[src/hw/rtl/ppas_pkg.sv]
`timescale 1ns / 1ps
`default_nettype none
// ----------------------------------------------------------------------------
// ppas_pkg
// Shared types and constants of the particle pair attraction step.
// ----------------------------------------------------------------------------
package ppas_pkg;

    // word field widths
    localparam int DATA_W     = 16;
    localparam int CFG_W      = 15;
    localparam int CFG_IDX_W  = 1;
    localparam int CFG_DATA_W = CFG_W;

    // shared compare/subtract unit width
    localparam int SU_W = 32;

    // iteration counts of the sqrt and divide loops
    localparam int SQRT_STEPS = 16;
    localparam int DIV_STEPS  = 10;

    // register indexes
    localparam logic [CFG_IDX_W-1:0] REG_PULL_RANGE = 1'b0;
    localparam logic [CFG_IDX_W-1:0] REG_TOP_SPEED  = 1'b1;

    // register reset values
    localparam logic [CFG_W-1:0] PULL_RANGE_RST = 15'd80;
    localparam logic [CFG_W-1:0] TOP_SPEED_RST  = 15'd1280;

    typedef logic signed [DATA_W-1:0] data_t;
    typedef logic [CFG_W-1:0]         cfg_val_t;
    typedef logic [SU_W-1:0]          su_t;

    typedef enum logic
    {
        FUNC_LOAD     = 1'b0,
        FUNC_INTERACT = 1'b1
    } func_t;

    typedef struct packed
    {
        cfg_val_t pull_range;
        cfg_val_t top_speed;
    } ppas_cfg_t;

    typedef struct packed
    {
        func_t func;
        data_t pos_x;
        data_t pos_y;
        data_t vel_x;
        data_t vel_y;
        data_t power;
        logic  last_partner;
    } ppas_item_t;

    typedef struct packed
    {
        data_t out_x;
        data_t out_y;
        data_t out_vx;
        data_t out_vy;
        logic  done_res;
    } ppas_result_t;

endpackage
`default_nettype wire

[src/hw/rtl/ppas_if.sv]
`timescale 1ns / 1ps
`default_nettype none
// ----------------------------------------------------------------------------
// ppas channel interfaces
// Valid/ready channels for the input word and the result word.
// ----------------------------------------------------------------------------

// input word channel
interface ppas_in_if;
    logic           valid;
    logic           ready;
    logic           func;
    ppas_pkg::data_t pos_x;
    ppas_pkg::data_t pos_y;
    ppas_pkg::data_t vel_x;
    ppas_pkg::data_t vel_y;
    ppas_pkg::data_t power;
    logic           last_partner;

    modport source
    (
        output valid, func, pos_x, pos_y, vel_x, vel_y, power, last_partner,
        input  ready
    );

    modport sink
    (
        input  valid, func, pos_x, pos_y, vel_x, vel_y, power, last_partner,
        output ready
    );
endinterface

// result word channel
interface ppas_out_if;
    logic           valid;
    logic           ready;
    ppas_pkg::data_t out_x;
    ppas_pkg::data_t out_y;
    ppas_pkg::data_t out_vx;
    ppas_pkg::data_t out_vy;
    logic           done_res;

    modport source
    (
        output valid, out_x, out_y, out_vx, out_vy, done_res,
        input  ready
    );

    modport sink
    (
        input  valid, out_x, out_y, out_vx, out_vy, done_res,
        output ready
    );
endinterface
`default_nettype wire

[src/hw/rtl/ppas_cmpsub.sv]
`timescale 1ns / 1ps
`default_nettype none
// ----------------------------------------------------------------------------
// ppas_cmpsub
// Shared compare/subtract unit used by the square root and divide steps.
// ----------------------------------------------------------------------------
module ppas_cmpsub
(
    input  ppas_pkg::su_t a,
    input  ppas_pkg::su_t b,
    output logic          ge,
    output ppas_pkg::su_t diff
);
    import ppas_pkg::*;

    logic [SU_W:0] wide;

    // one subtract gives both the compare and the remainder
    always_comb
    begin
        wide = {1'b0, a} - {1'b0, b};
        ge   = ~wide[SU_W];
        diff = wide[SU_W-1:0];
    end

endmodule
`default_nettype wire

[src/hw/rtl/ppas_engine.sv]
`timescale 1ns / 1ps
`default_nettype none
// ----------------------------------------------------------------------------
// ppas_engine
// Particle state, sequencer and datapath: squares, iterative square root,
// iterative force divide, velocity and position update.
// ----------------------------------------------------------------------------
module ppas_engine #(
    parameter int POS_WIDTH = 16
)
(
    input  logic                   clk,
    input  logic                   rst_n,
    input  ppas_pkg::ppas_item_t   item,
    input  logic                   item_valid,
    output logic                   item_ready,
    input  ppas_pkg::ppas_cfg_t    cfg,
    output ppas_pkg::ppas_result_t res,
    output logic                   res_valid,
    input  logic                   res_ready
);
    import ppas_pkg::*;

    localparam int DW        = ((POS_WIDTH > DATA_W) ? POS_WIDTH : DATA_W) + 1;
    localparam int CNT_W     = $clog2(SQRT_STEPS);
    localparam int Q_W       = DIV_STEPS;
    localparam int FORCE_W   = Q_W + 1;
    localparam int DIV_SHIFT = 6;
    localparam int DVS_W     = DATA_W - 1 + DIV_SHIFT;
    localparam int VS_W      = DATA_W + 2;
    localparam int STEP_W    = 10;
    localparam int PROD_W    = 2 * DATA_W;

    typedef logic signed [POS_WIDTH-1:0] pos_t;
    typedef logic signed [DW-1:0]        wide_t;
    typedef logic signed [FORCE_W-1:0]   force_t;
    typedef logic signed [STEP_W-1:0]    step_t;

    localparam wide_t POS_HI = {{(DW-POS_WIDTH+1){1'b0}}, {(POS_WIDTH-1){1'b1}}};
    localparam wide_t POS_LO = {{(DW-POS_WIDTH+1){1'b1}}, {(POS_WIDTH-1){1'b0}}};
    localparam wide_t D_MAX  = {{(DW-DATA_W+1){1'b0}}, {(DATA_W-1){1'b1}}};
    localparam wide_t D_MIN  = -D_MAX;

    typedef enum logic [10:0]
    {
        ST_IDLE  = 11'b00000000001,
        ST_MULX  = 11'b00000000010,
        ST_MULY  = 11'b00000000100,
        ST_SQRT  = 11'b00000001000,
        ST_MULPX = 11'b00000010000,
        ST_DIVX  = 11'b00000100000,
        ST_MULPY = 11'b00001000000,
        ST_DIVY  = 11'b00010000000,
        ST_UPDV  = 11'b00100000000,
        ST_UPDP  = 11'b01000000000,
        ST_EMIT  = 11'b10000000000
    } state_t;

    // saturate to the position range
    function automatic pos_t pos_sat(input wide_t v);
        if (v > POS_HI)
            return POS_HI[POS_WIDTH-1:0];
        if (v < POS_LO)
            return POS_LO[POS_WIDTH-1:0];
        return v[POS_WIDTH-1:0];
    endfunction

    // damp by one half and add the force, with rounding, then clamp to the speed limit
    function automatic data_t vel_upd(input data_t v, input force_t f, input cfg_val_t lim);
        logic signed [VS_W-1:0] s;
        logic [VS_W-1:0]        m;
        logic [VS_W-1:0]        r;
        data_t                  l;
        data_t                  rv;
        s  = (VS_W'(v) <<< 1) + VS_W'(f);
        m  = s[VS_W-1] ? VS_W'(-s) : VS_W'(s);
        r  = (m + VS_W'(2)) >> 2;
        l  = data_t'({1'b0, lim});
        rv = data_t'(r[DATA_W-1:0]);
        if (r >= VS_W'(lim))
            return s[VS_W-1] ? -l : l;
        return s[VS_W-1] ? -rv : rv;
    endfunction

    // velocity to whole position units, rounded half away from zero
    function automatic step_t pos_step(input data_t v);
        logic [DATA_W-1:0] m;
        logic [DATA_W:0]   r;
        m = v[DATA_W-1] ? DATA_W'(-v) : DATA_W'(v);
        r = ({1'b0, m} + (DATA_W+1)'(128)) >> 8;
        return v[DATA_W-1] ? -step_t'(r[STEP_W-1:0]) : step_t'(r[STEP_W-1:0]);
    endfunction

    state_t               state_reg, state_next;
    logic [CNT_W-1:0]     cnt_reg, cnt_next;
    pos_t                 part_x_reg, part_x_next;
    pos_t                 part_y_reg, part_y_next;
    data_t                part_vx_reg, part_vx_next;
    data_t                part_vy_reg, part_vy_next;
    data_t                part_power_reg, part_power_next;
    logic                 last_reg, last_next;

    su_t                  rem_reg, rem_next;
    su_t                  root_reg, root_next;
    logic [Q_W-1:0]       q_reg, q_next;
    logic [DVS_W-1:0]     dvs_reg, dvs_next;
    logic                 fneg_reg, fneg_next;
    data_t                dx_reg, dx_next;
    data_t                dy_reg, dy_next;
    logic                 far_reg, far_next;
    force_t               fx_reg, fx_next;
    force_t               fy_reg, fy_next;

    // shared unit and multiplier wiring
    su_t                  cs_a, cs_b, cs_diff;
    logic                 cs_ge;
    data_t                ma, mb;
    logic signed [PROD_W-1:0] prod;
    su_t                  sq_bit, sq_trial, div_b, root_step;
    logic [CNT_W-1:0]     div_sh;
    logic [Q_W-1:0]       q_step;
    data_t                d_val;
    logic                 force_on;
    wide_t                dx_w, dy_w, px_w, py_w;
    logic                 accept;

    ppas_cmpsub u_cmpsub
    (
        .a    (cs_a),
        .b    (cs_b),
        .ge   (cs_ge),
        .diff (cs_diff)
    );

    assign item_ready = (state_reg == ST_IDLE);
    assign res_valid  = (state_reg == ST_EMIT);
    assign accept     = item_valid & item_ready;

    // result word from the particle state
    always_comb
    begin
        px_w         = wide_t'(part_x_reg);
        py_w         = wide_t'(part_y_reg);
        res.out_x    = px_w[DATA_W-1:0];
        res.out_y    = py_w[DATA_W-1:0];
        res.out_vx   = part_vx_reg;
        res.out_vy   = part_vy_reg;
        res.done_res = last_reg;
    end

    // partner offsets
    always_comb
    begin
        dx_w = wide_t'(part_x_reg) - wide_t'($signed(item.pos_x));
        dy_w = wide_t'(part_y_reg) - wide_t'($signed(item.pos_y));
    end

    // multiplier operand select
    always_comb
    begin
        ma = dx_reg;
        mb = dx_reg;
        unique case (state_reg)
            ST_MULY:
            begin
                ma = dy_reg;
                mb = dy_reg;
            end
            ST_MULPX:
            begin
                ma = part_power_reg;
                mb = dx_reg;
            end
            ST_MULPY:
            begin
                ma = part_power_reg;
                mb = dy_reg;
            end
            default:
            begin
                ma = dx_reg;
                mb = dx_reg;
            end
        endcase
        prod = ma * mb;
    end

    // compare/subtract operands for sqrt and divide steps
    always_comb
    begin
        sq_bit    = su_t'(1) << {~cnt_reg, 1'b0};
        sq_trial  = root_reg + sq_bit;
        div_sh    = CNT_W'(DIV_STEPS - 1) - cnt_reg;
        div_b     = su_t'(dvs_reg) << div_sh;
        cs_a      = rem_reg;
        cs_b      = (state_reg == ST_SQRT) ? sq_trial : div_b;
        root_step = cs_ge ? ((root_reg >> 1) + sq_bit) : (root_reg >> 1);
        q_step    = {q_reg[Q_W-2:0], cs_ge};
        d_val     = data_t'(root_step[DATA_W-1:0]);
        force_on  = ~far_reg && (d_val != '0)
                    && ({1'b0, d_val} < (DATA_W+1)'(cfg.pull_range));
    end

    // sequencer and datapath next state
    always_comb
    begin
        state_next      = state_reg;
        cnt_next        = cnt_reg;
        part_x_next     = part_x_reg;
        part_y_next     = part_y_reg;
        part_vx_next    = part_vx_reg;
        part_vy_next    = part_vy_reg;
        part_power_next = part_power_reg;
        last_next       = last_reg;
        rem_next        = rem_reg;
        root_next       = root_reg;
        q_next          = q_reg;
        dvs_next        = dvs_reg;
        fneg_next       = fneg_reg;
        dx_next         = dx_reg;
        dy_next         = dy_reg;
        far_next        = far_reg;
        fx_next         = fx_reg;
        fy_next         = fy_reg;

        unique case (state_reg)
            ST_IDLE:
            begin
                if (accept)
                begin
                    last_next = item.last_partner;
                    if (item.func == FUNC_LOAD)
                    begin
                        part_x_next     = pos_sat(wide_t'($signed(item.pos_x)));
                        part_y_next     = pos_sat(wide_t'($signed(item.pos_y)));
                        part_vx_next    = item.vel_x;
                        part_vy_next    = item.vel_y;
                        part_power_next = item.power;
                        state_next      = ST_EMIT;
                    end
                    else
                    begin
                        dx_next    = data_t'(dx_w[DATA_W-1:0]);
                        dy_next    = data_t'(dy_w[DATA_W-1:0]);
                        far_next   = ~((dx_w >= D_MIN) && (dx_w <= D_MAX)
                                       && (dy_w >= D_MIN) && (dy_w <= D_MAX));
                        state_next = ST_MULX;
                    end
                end
            end
            ST_MULX:
            begin
                rem_next   = su_t'(prod);
                state_next = ST_MULY;
            end
            ST_MULY:
            begin
                rem_next   = rem_reg + su_t'(prod);
                root_next  = '0;
                cnt_next   = '0;
                state_next = ST_SQRT;
            end
            ST_SQRT:
            begin
                if (cs_ge)
                    rem_next = cs_diff;
                root_next = root_step;
                cnt_next  = cnt_reg + 1'b1;
                if (cnt_reg == CNT_W'(SQRT_STEPS - 1))
                begin
                    dvs_next = {d_val[DATA_W-2:0], {DIV_SHIFT{1'b0}}};
                    if (force_on)
                        state_next = ST_MULPX;
                    else
                    begin
                        fx_next    = '0;
                        fy_next    = '0;
                        state_next = ST_UPDV;
                    end
                end
            end
            ST_MULPX, ST_MULPY:
            begin
                fneg_next  = prod[PROD_W-1];
                rem_next   = prod[PROD_W-1] ? su_t'(-prod) : su_t'(prod);
                q_next     = '0;
                cnt_next   = '0;
                state_next = (state_reg == ST_MULPX) ? ST_DIVX : ST_DIVY;
            end
            ST_DIVX, ST_DIVY:
            begin
                if (cs_ge)
                    rem_next = cs_diff;
                q_next   = q_step;
                cnt_next = cnt_reg + 1'b1;
                if (cnt_reg == CNT_W'(DIV_STEPS - 1))
                begin
                    if (state_reg == ST_DIVX)
                    begin
                        fx_next    = fneg_reg ? -force_t'(q_step) : force_t'(q_step);
                        state_next = ST_MULPY;
                    end
                    else
                    begin
                        fy_next    = fneg_reg ? -force_t'(q_step) : force_t'(q_step);
                        state_next = ST_UPDV;
                    end
                end
            end
            ST_UPDV:
            begin
                part_vx_next = vel_upd(part_vx_reg, fx_reg, cfg.top_speed);
                part_vy_next = vel_upd(part_vy_reg, fy_reg, cfg.top_speed);
                state_next   = ST_UPDP;
            end
            ST_UPDP:
            begin
                part_x_next = pos_sat(wide_t'(part_x_reg) + wide_t'(pos_step(part_vx_reg)));
                part_y_next = pos_sat(wide_t'(part_y_reg) + wide_t'(pos_step(part_vy_reg)));
                state_next  = ST_EMIT;
            end
            ST_EMIT:
            begin
                if (res_ready)
                    state_next = ST_IDLE;
            end
            default:
            begin
                state_next = ST_IDLE;
            end
        endcase
    end

    // control and particle state
    always_ff @(posedge clk or negedge rst_n)
    begin
        if (!rst_n)
        begin
            state_reg      <= ST_IDLE;
            cnt_reg        <= '0;
            part_x_reg     <= '0;
            part_y_reg     <= '0;
            part_vx_reg    <= '0;
            part_vy_reg    <= '0;
            part_power_reg <= '0;
            last_reg       <= 1'b0;
        end
        else
        begin
            state_reg      <= state_next;
            cnt_reg        <= cnt_next;
            part_x_reg     <= part_x_next;
            part_y_reg     <= part_y_next;
            part_vx_reg    <= part_vx_next;
            part_vy_reg    <= part_vy_next;
            part_power_reg <= part_power_next;
            last_reg       <= last_next;
        end
    end

    // working registers
    always_ff @(posedge clk)
    begin
        rem_reg  <= rem_next;
        root_reg <= root_next;
        q_reg    <= q_next;
        dvs_reg  <= dvs_next;
        fneg_reg <= fneg_next;
        dx_reg   <= dx_next;
        dy_reg   <= dy_next;
        far_reg  <= far_next;
        fx_reg   <= fx_next;
        fy_reg   <= fy_next;
    end

endmodule
`default_nettype wire

[src/hw/rtl/particle_pair_attraction_step.sv]
`timescale 1ns / 1ps
`default_nettype none
// ----------------------------------------------------------------------------
// particle_pair_attraction_step
// Holds one particle and applies pairwise attraction from partner positions.
// ----------------------------------------------------------------------------
// A load word replaces the particle state and returns it as the result word.
// In an interact word two multiplies form dx^2+dy^2, sixteen steps of the
// shared compare/subtract unit take the integer square root, then for each
// axis one multiply and ten steps of the same unit divide power*dx
// (power*dy) by 64*d, followed by a velocity update, a position update and
// the result state. When no force applies (partner outside the search
// radius or on the particle) the divides are skipped. The result word sits
// in an output register, so the next input word can start while it waits.
// The user must write the registers through the cfg port while the block
// is idle; the block itself does not enforce this.
// ----------------------------------------------------------------------------
module particle_pair_attraction_step #(
    parameter int POS_WIDTH = 16
)
(
    input  logic                              clk,
    input  logic                              rst_n,
    ppas_in_if.sink                           item_ch,
    ppas_out_if.source                        result_ch,
    input  logic                              cfg_we,
    input  logic [ppas_pkg::CFG_IDX_W-1:0]    cfg_index,
    input  logic [ppas_pkg::CFG_DATA_W-1:0]   cfg_data
);
    import ppas_pkg::*;

    ppas_cfg_t    cfg_reg, cfg_next;
    ppas_item_t   item;
    ppas_result_t res;
    ppas_result_t out_reg, out_next;
    logic         out_valid_reg, out_valid_next;
    logic         res_valid;
    logic         res_ready;

    // input word unpack
    always_comb
    begin
        item.func         = func_t'(item_ch.func);
        item.pos_x        = item_ch.pos_x;
        item.pos_y        = item_ch.pos_y;
        item.vel_x        = item_ch.vel_x;
        item.vel_y        = item_ch.vel_y;
        item.power        = item_ch.power;
        item.last_partner = item_ch.last_partner;
    end

    ppas_engine #(
        .POS_WIDTH (POS_WIDTH)
    ) u_engine
    (
        .clk        (clk),
        .rst_n      (rst_n),
        .item       (item),
        .item_valid (item_ch.valid),
        .item_ready (item_ch.ready),
        .cfg        (cfg_reg),
        .res        (res),
        .res_valid  (res_valid),
        .res_ready  (res_ready)
    );

    // register write decode
    always_comb
    begin
        cfg_next = cfg_reg;
        if (cfg_we)
        begin
            unique case (cfg_index)
                REG_PULL_RANGE: cfg_next.pull_range = cfg_data;
                REG_TOP_SPEED:  cfg_next.top_speed  = cfg_data;
                default:        cfg_next = cfg_reg;
            endcase
        end
    end

    // output register
    always_comb
    begin
        res_ready      = ~out_valid_reg | result_ch.ready;
        out_valid_next = out_valid_reg & ~result_ch.ready;
        out_next       = out_reg;
        if (res_valid && res_ready)
        begin
            out_valid_next = 1'b1;
            out_next       = res;
        end
    end

    always_ff @(posedge clk or negedge rst_n)
    begin
        if (!rst_n)
        begin
            cfg_reg.pull_range <= PULL_RANGE_RST;
            cfg_reg.top_speed  <= TOP_SPEED_RST;
            out_valid_reg      <= 1'b0;
        end
        else
        begin
            cfg_reg       <= cfg_next;
            out_valid_reg <= out_valid_next;
        end
    end

    always_ff @(posedge clk)
    begin
        out_reg <= out_next;
    end

    // result word drive
    assign result_ch.valid    = out_valid_reg;
    assign result_ch.out_x    = out_reg.out_x;
    assign result_ch.out_y    = out_reg.out_y;
    assign result_ch.out_vx   = out_reg.out_vx;
    assign result_ch.out_vy   = out_reg.out_vy;
    assign result_ch.done_res = out_reg.done_res;

endmodule
`default_nettype wire

[src/flat_wrapper.sv]
// flat-port wrapper written by rule: the top's interface ports become plain ports
module particle_pair_attraction_step_flat import ppas_pkg::*;
#(
    parameter int POS_WIDTH = 16
)
  (clk, rst_n, cfg_we, cfg_index, cfg_data, item_ch_valid, item_ch_func, item_ch_pos_x, item_ch_pos_y, item_ch_vel_x, item_ch_vel_y, item_ch_power, item_ch_last_partner, item_ch_ready, result_ch_valid, result_ch_out_x, result_ch_out_y, result_ch_out_vx, result_ch_out_vy, result_ch_done_res, result_ch_ready);
  ppas_in_if item_ch_i ();
  ppas_out_if result_ch_i ();
  input  logic clk;
  input  logic rst_n;
  input  logic cfg_we;
  input  logic [ppas_pkg::CFG_IDX_W-1:0] cfg_index;
  input  logic [ppas_pkg::CFG_DATA_W-1:0] cfg_data;
  input wire logic [$bits(item_ch_i.valid)-1:0] item_ch_valid;
  input wire logic [$bits(item_ch_i.func)-1:0] item_ch_func;
  input wire logic [$bits(item_ch_i.pos_x)-1:0] item_ch_pos_x;
  input wire logic [$bits(item_ch_i.pos_y)-1:0] item_ch_pos_y;
  input wire logic [$bits(item_ch_i.vel_x)-1:0] item_ch_vel_x;
  input wire logic [$bits(item_ch_i.vel_y)-1:0] item_ch_vel_y;
  input wire logic [$bits(item_ch_i.power)-1:0] item_ch_power;
  input wire logic [$bits(item_ch_i.last_partner)-1:0] item_ch_last_partner;
  output wire logic [$bits(item_ch_i.ready)-1:0] item_ch_ready;
  output wire logic [$bits(result_ch_i.valid)-1:0] result_ch_valid;
  output wire logic [$bits(result_ch_i.out_x)-1:0] result_ch_out_x;
  output wire logic [$bits(result_ch_i.out_y)-1:0] result_ch_out_y;
  output wire logic [$bits(result_ch_i.out_vx)-1:0] result_ch_out_vx;
  output wire logic [$bits(result_ch_i.out_vy)-1:0] result_ch_out_vy;
  output wire logic [$bits(result_ch_i.done_res)-1:0] result_ch_done_res;
  input wire logic [$bits(result_ch_i.ready)-1:0] result_ch_ready;
  assign item_ch_i.valid = item_ch_valid;
  assign item_ch_i.func = item_ch_func;
  assign item_ch_i.pos_x = item_ch_pos_x;
  assign item_ch_i.pos_y = item_ch_pos_y;
  assign item_ch_i.vel_x = item_ch_vel_x;
  assign item_ch_i.vel_y = item_ch_vel_y;
  assign item_ch_i.power = item_ch_power;
  assign item_ch_i.last_partner = item_ch_last_partner;
  assign item_ch_ready = item_ch_i.ready;
  assign result_ch_valid = result_ch_i.valid;
  assign result_ch_out_x = result_ch_i.out_x;
  assign result_ch_out_y = result_ch_i.out_y;
  assign result_ch_out_vx = result_ch_i.out_vx;
  assign result_ch_out_vy = result_ch_i.out_vy;
  assign result_ch_done_res = result_ch_i.done_res;
  assign result_ch_i.ready = result_ch_ready;
  particle_pair_attraction_step #(.POS_WIDTH(POS_WIDTH)) u_core (.clk(clk), .rst_n(rst_n), .item_ch(item_ch_i), .result_ch(result_ch_i), .cfg_we(cfg_we), .cfg_index(cfg_index), .cfg_data(cfg_data));
endmodule
[config.mk]
export PLATFORM = sky130hd
export DESIGN_NAME = particle_pair_attraction_step_flat
export DESIGN_NICKNAME = d
export VERILOG_FILES = /design/src/hw/rtl/ppas_pkg.sv /design/src/hw/rtl/ppas_if.sv /design/src/hw/rtl/ppas_cmpsub.sv /design/src/hw/rtl/ppas_engine.sv /design/src/hw/rtl/particle_pair_attraction_step.sv /design/src/flat_wrapper.sv
export SDC_FILE = /design/constraint.sdc
export NUM_CORES = 2
export LEC_CHECK = 0
export ABC_CLOCK_PERIOD_IN_PS = 31300
export CAP_MARGIN = 20
export CORE_ASPECT_RATIO = 1.4
export CORE_MARGIN = 4
export CORE_UTILIZATION = 60
export CTS_CLUSTER_DIAMETER = 60
export DETAILED_ROUTE_END_ITERATION = 10
export DONT_BUFFER_PORTS = 1
export PLACE_DENSITY_LB_ADDON = 0.08
export SLEW_MARGIN = 20
export SYNTH_ARGS = -nofsm -noshare
export SYNTH_HDL_FRONTEND = slang
export SYNTH_SLANG_ARGS = --single-unit
export TNS_END_PERCENT = 100
[constraint.sdc]
create_clock -name clk -period 31.3 [get_ports clk]
set_clock_uncertainty 0.05 [all_clocks]
set_input_delay 0 -clock clk [delete_from_list [all_inputs] [get_ports clk]]
set_output_delay 0 -clock clk [all_outputs]
set_load 0.01 [all_outputs]
== After elaboration in Yosys (flattened, before gate mapping) ==
Index checks and enable logic that the tools add are counted.

* Reduce and logical (&&, ||, !) cells: 31
* Multipliers: 1
* Add/subtract/negate cells: 27
* Multiplexer cells: 103
* Div/mod/pow operators: 0
* Order comparisons: 15
* Shift operators: 2
* Eq/ne operators: 22
* Bitwise operators: 11

{| class="wikitable"
|+ Operator list
! kind !! number
|-
| 16-bit two-way mux || 35
|-
| 16-bit one-hot mux with 2 select lines || 5
|-
| 11-bit two-way mux || 12
|-
| 32-bit two-way mux || 4
|-
| 32-bit one-hot mux with 4 select lines || 1
|-
| 11-bit one-hot mux with 9 select lines || 1
|-
| 32-bit adder || 2
|-
| 16-bit negator || 4
|-
| 32-bit one-hot mux with 2 select lines || 1
|-
| 11-bit one-hot mux with 2 select lines || 2
|-
| 17-bit by 11-bit adder with 18-bit output || 2
|-
| 18-bit by 2-bit adder with 18-bit output (second input constant) || 2
|-
| 18-bit two-way mux || 2
|-
| 18-bit negator || 2
|-
| 16-bit by 10-bit adder with 17-bit output || 2
|-
| 16-bit by 8-bit adder with 17-bit output (second input constant) || 2
|-
| 17-bit by 16-bit >= comparator with 1-bit output (second input constant) || 2
|-
| 17-bit by 16-bit greater-than comparator with 1-bit output (second input constant) || 2
|-
| 17-bit by 16-bit less-or-equal comparator with 1-bit output (second input constant) || 2
|-
| 17-bit by 16-bit < comparator with 1-bit output (second input constant) || 2
|-
| 16-bit by 16-bit subtractor with 17-bit output || 2
|-
| 1-bit two-way mux || 33
|-
| 32-bit by 32-bit subtractor with 33-bit output || 1
|-
| 31-bit by 32-bit adder with 32-bit output || 1
|-
| 46 further kinds || 88
|}

* Output and inout port bits: 67
* Bits of input ports: 103
* Bits in registers: 336
* ROM bits: 0
* Memories kept: 0
* Bits in latches: 0
* RAM bits: 0
* Word-level logic and storage cells: 238

== Longest topological paths before layout ==
* Depth after elaboration: 14
* Mapped depth: 44
* Depth with buffers taken out: 40

== Modules after synthesis ==
A second synthesis with hierarchy kept.

* Cells, all modules: 4913
* Area total of the unflattened synthesis: 41584.9 µm²

{| class="wikitable"
|+ Modules (own cells, without submodules)
! module !! area an instance (µm²) !! cells each !! times used
|-
| ppas_engine || 36535.0 || 4504 || 1
|-
| particle_pair_attraction_step || 3189.3 || 134 || 1
|-
| ppas_cmpsub || 1860.5 || 275 || 1
|}

== Worst setup path before layout ==
No wires, ideal clock.

* Path type: register to register
* Start point: register u_core.u_engine.state_reg[1]
* End point: register u_core.u_engine.rem_reg[28], in the netlist u_core.u_engine.cs_a[28] (data pin)
* Stages on the path, launching flop included: 41
* Arrival time: 10.040 ns
* Data required time: 30.980 ns
* Setup slack: 20.940 ns
* Setup time: 0.270 ns
* Buffers on the path: 2
* Cells stage by stage: dfrtp_1 -> nor4_2 -> nand4_1 -> inv_1 -> clkbuf_1 -> nor2_1 -> clkbuf_1 -> a221oi_1 -> nor2_1 -> fa_1 -> inv_1 -> fa_1 -> fa_1 -> inv_1 -> fa_1 -> fa_1 -> inv_1 -> fa_1 -> [... 5 more ...] -> inv_1 -> a2111oi_1 -> nor2_1 -> xor2_1 -> ha_1 -> inv_1 -> nor2_1 -> o21a_1 -> o21ai_0 -> a21oi_1 -> o21a_1 -> a311oi_1 -> o31ai_1 -> a31oi_1 -> xnor2_1 -> a221oi_1 -> a21oi_1 -> a2bb2oi_1

* Word-level cells in the longest chain between the ends: 7
* Elaborated cells on any way between the ends: 20

{| class="wikitable"
|+ Ends and longest elaborated chain
! item !! RTL line !! text
|-
| start, declared || ppas_engine.sv:94 || <nowiki>state_t state_reg, state_next;</nowiki>
|-
| start signal, assigned || ppas_engine.sv:350 || <nowiki>state_reg <= state_next;</nowiki>
|-
| 11-bit by 5-bit equality test with 1-bit output (tied with other cells) || ppas_engine.sv:163, ppas_engine.sv:226 ||
|-
| 2-bit OR reduction (no line) || -- ||
|-
| 16-bit one-hot mux with 2 select lines / 16-bit two-way mux (equally long branches) || ppas_engine.sv:163 || <nowiki>unique case (state_reg)</nowiki>
|-
| 16-bit by 16-bit multiplier with 32-bit output || ppas_engine.sv:185 || <nowiki>prod = ma * mb;</nowiki>
|-
| 32-bit negator || ppas_engine.sv:285 || <nowiki>rem_next = prod[PROD_W-1] ? su_t'(-prod) : su_t'(prod);</nowiki>
|-
| 32-bit two-way mux || ppas_engine.sv:285 ||
|-
| 32-bit one-hot mux with 4 select lines (*) || ppas_engine.sv:226 || <nowiki>unique case (state_reg)</nowiki>
|-
| via u_core.u_engine.rem_next[28] || ppas_engine.sv:103 || <nowiki>su_t rem_reg, rem_next;</nowiki>
|-
| end signal, assigned || ppas_engine.sv:364 || <nowiki>rem_reg <= rem_next;</nowiki>
|-
| end, declared || ppas_engine.sv:103 ||
|}

The timed path passes the listed nets; every way through them passes the cells marked *. The select of a mux whose other input is x is not followed.
A chain may end at the register's enable or synchronous reset.

== Final worst setup path ==
Ends and elaborated chain as after synthesis.

==> out/summary.txt <==
Max-cap violations: 0
Post-Syn Area: 41600 sq um
Vias in the first global route: 36700
Final core utilization: 66.5%
CP top delay family: compound AO/OA/AOI/OAI gates
GRT Resource Usage Total: 34.8%
Pre-Repair DR Iteration Count: 8
Setup violators final: 0
Clock sinks: 336
Via density: 6.27
DRC violations left: 0
CTS resizes: 0
Post-synth top area share: 15.1%
Tightest Pin Transition: 1.05 ns
Layout Cells excl Fill: 5845
Area grow syn2layout: 9.23%
Syn_nets: 5532
I/O Buffers: 0
FF-to-FF path depth: 40
Commonest non-fill, non-tap cell in the layout: inv_1
First DRT Iteration DRCs: 2736
Initial Utilization: 60.9%
WP buf/inv: 8
Nets: 5600
First-pass GRT wire length: 204000 um
Worst Path Required: 31.58 ns
CP max stage cell: a221oi_1
Status: completed
Num CTS Buffers: 41
Met2 Use GR: 59.3%
Sequential element share of the synthesized area: 22.8%
Share of cells above drive strength 1: 6.65%
Hold Crit Depth: 3
Largest cells by area after synthesis: edfxtp_1 15%, fa_1 13%, ha_1 10%
Remaining global-route overflow: 0
Postcts setup bufs: 0
Clock Latency Late Sink: 0.59 ns
Post-DP HPWL: 100000 um
Commonest cells after routing, fill and taps aside: 522 x inv_1, 511 x nand2_1, 431 x nor2_1
FP Rows: 113
Levels on crit path: 40
Clk slew on worst S/H paths: 0.07 ns
Startpoint Class: flip-flop
Avg Cell Area, Syn: 8.62 sq um
Setup Crit Path Kind: reg2reg
Hold Buf Count CTS: 137
I/O Pins: 170
Flip-flop and latch count after synthesis: 336
Placed cells: 5624
Htree depth: 2
Post-synthesis cell type count: 124
Final-report max-slew violation count: 0
WP data arrival: 12.68 ns
Root buffer cell: clkbuf_16
Detail Route Antenna Nets: 0
Tmin final: 12.39 ns
Final hold vios: 0
Post-Route Setup TNS: 0 ns
Max_slew headroom: 28.3%
Hold_ws: 0.0291 ns
Yosys top cell by area: edfxtp_1
Initial antenna violation count: 5
Gpl congestion: 0.968
Synth warn: 0
Hold Crit Class: in2reg
Post-synth top flop: edfxtp_1
Via count: 36600
GR Util met1: 42.8%
Max stage delay on crit path: 0.89 ns
Worst-path fanout max: 57
Die Wd: 230 um
Largest net degree at the start of global routing: 128
DRT Wirelength: 129000 um
Die height: 319 um
Ys async rst share: 37.8%
Core area: 68300 sq um
Fmax: 80.7 MHz
Final Cycle Share: 39.6%
Maximum root-to-sink buffer count: 3
GRT busiest layer: met2
Die ar.: 73600 sq um
RSZ-0062 raised after global routing: false
Mapped Cells: 4819
Number of synthesized flops with an enable pin: 209
Met3 usage: 4.43%
Critical path endpoint category: flip-flop
Per-cell routed wire length: 22.1 um
TritonCTS clock tree: built
[metal layers]
metal  part of all wire, %  wire length [um]
met3                   6.4              8330
met5                 0.010                13
met2                    49             63000
met1                    38             49500
met4                   6.6              8580
[final timing paths]
path                       slack (ns)                    startpoint                                 end
setup / recovery                18.91  u_core.u_engine.state_reg[1]            u_core.u_engine.cs_a[28]
hold / removal                   0.03             item_ch_power[10]  u_core.u_engine.part_power_reg[10]
setup reg to reg                18.91  u_core.u_engine.state_reg[1]            u_core.u_engine.cs_a[28]
hold reg to reg                  0.40      u_core.u_engine.last_reg           u_core.result_ch.done_res
max in group asynchronous       29.94                         rst_n            u_core.u_engine.last_reg
min in group asynchronous        0.41                         rst_n   u_core.u_engine.part_power_reg[7]
[worst reg2reg max path, delay by kind of cell (launching register included)]
family	cells	cell delay, ns
xor gates and xnor gates	2	0.51
and+or+nand+nor	7	1.49
AOI/OAI and AO/OA	15	4.49
buffers and inverters	8	1.29
DFF	1	0.42
adders and majority gates	8	3.88
[cell type report]
class,instances,area (sq um)
flip-flops and latches,336,9460
multi-input cells,3780,29500
well taps,920,1150
inverters,526,1970
clock buffers,50,1150
diodes,5,12.5
repair buffers,202,1870
fillers,5811,22900
clock inverters,26,302
[Yosys cell counts, types with 18 or more instances]
cell      instances
fa_1            270
o22ai_1          28
ha_1            340
a31oi_1          73
o211ai_1         34
nand2_1         511
nand4_1          28
a21o_1           91
or4_1            21
nor2_1          433
and3_1           45
mux2i_1          47
a31o_2           18
or3_1            31
mux2_2           36
a21oi_1         305
a221oi_1         31
xnor2_1         236
edfxtp_1        209
clkbuf_1        133
buf_2            20
nand3_1          75
o21ai_1          21
nor2b_1          53
or2_2            26
o31ai_1          35
o21a_1           42
a221o_1          24
nand2b_1         41
xor2_1          120
buf_1            18
inv_1           522
o21ai_0         213
o21bai_1         23
a211oi_1         47
and2_1           64
dfrtp_1         122
nor3_1           87
nor4_1           18
[through the flow]
| step | instance area, sq um | worst slack (ns) |
|---|---|---|
| global route | 45400 | 18.07 |
| finish | 45400 | 18.91 |
| global placement | 42500 | 19.47 |
| floorplan | 41600 | 20.94 |
| CTS | 45400 | 19.10 |
| detailed placement | 42500 | 19.12 |
[logic make-up after synthesis]
| logic type | count (synthesis) | share of synthesized area (%) |
|---|---|---|
| buf+inv | 703 | 6.47 |
| xor+xnor | 365 | 7.90 |
| compound gates | 1182 | 19.3 |
| fa+ha+maj | 612 | 23.3 |
| simple gates | 1529 | 17.7 |
| flops | 336 | 22.8 |
| mux | 92 | 2.57 |
Power is left out: the tool's default activity adds up to more than one toggle a clock period on the data nets, which glitch-free logic cannot reach.
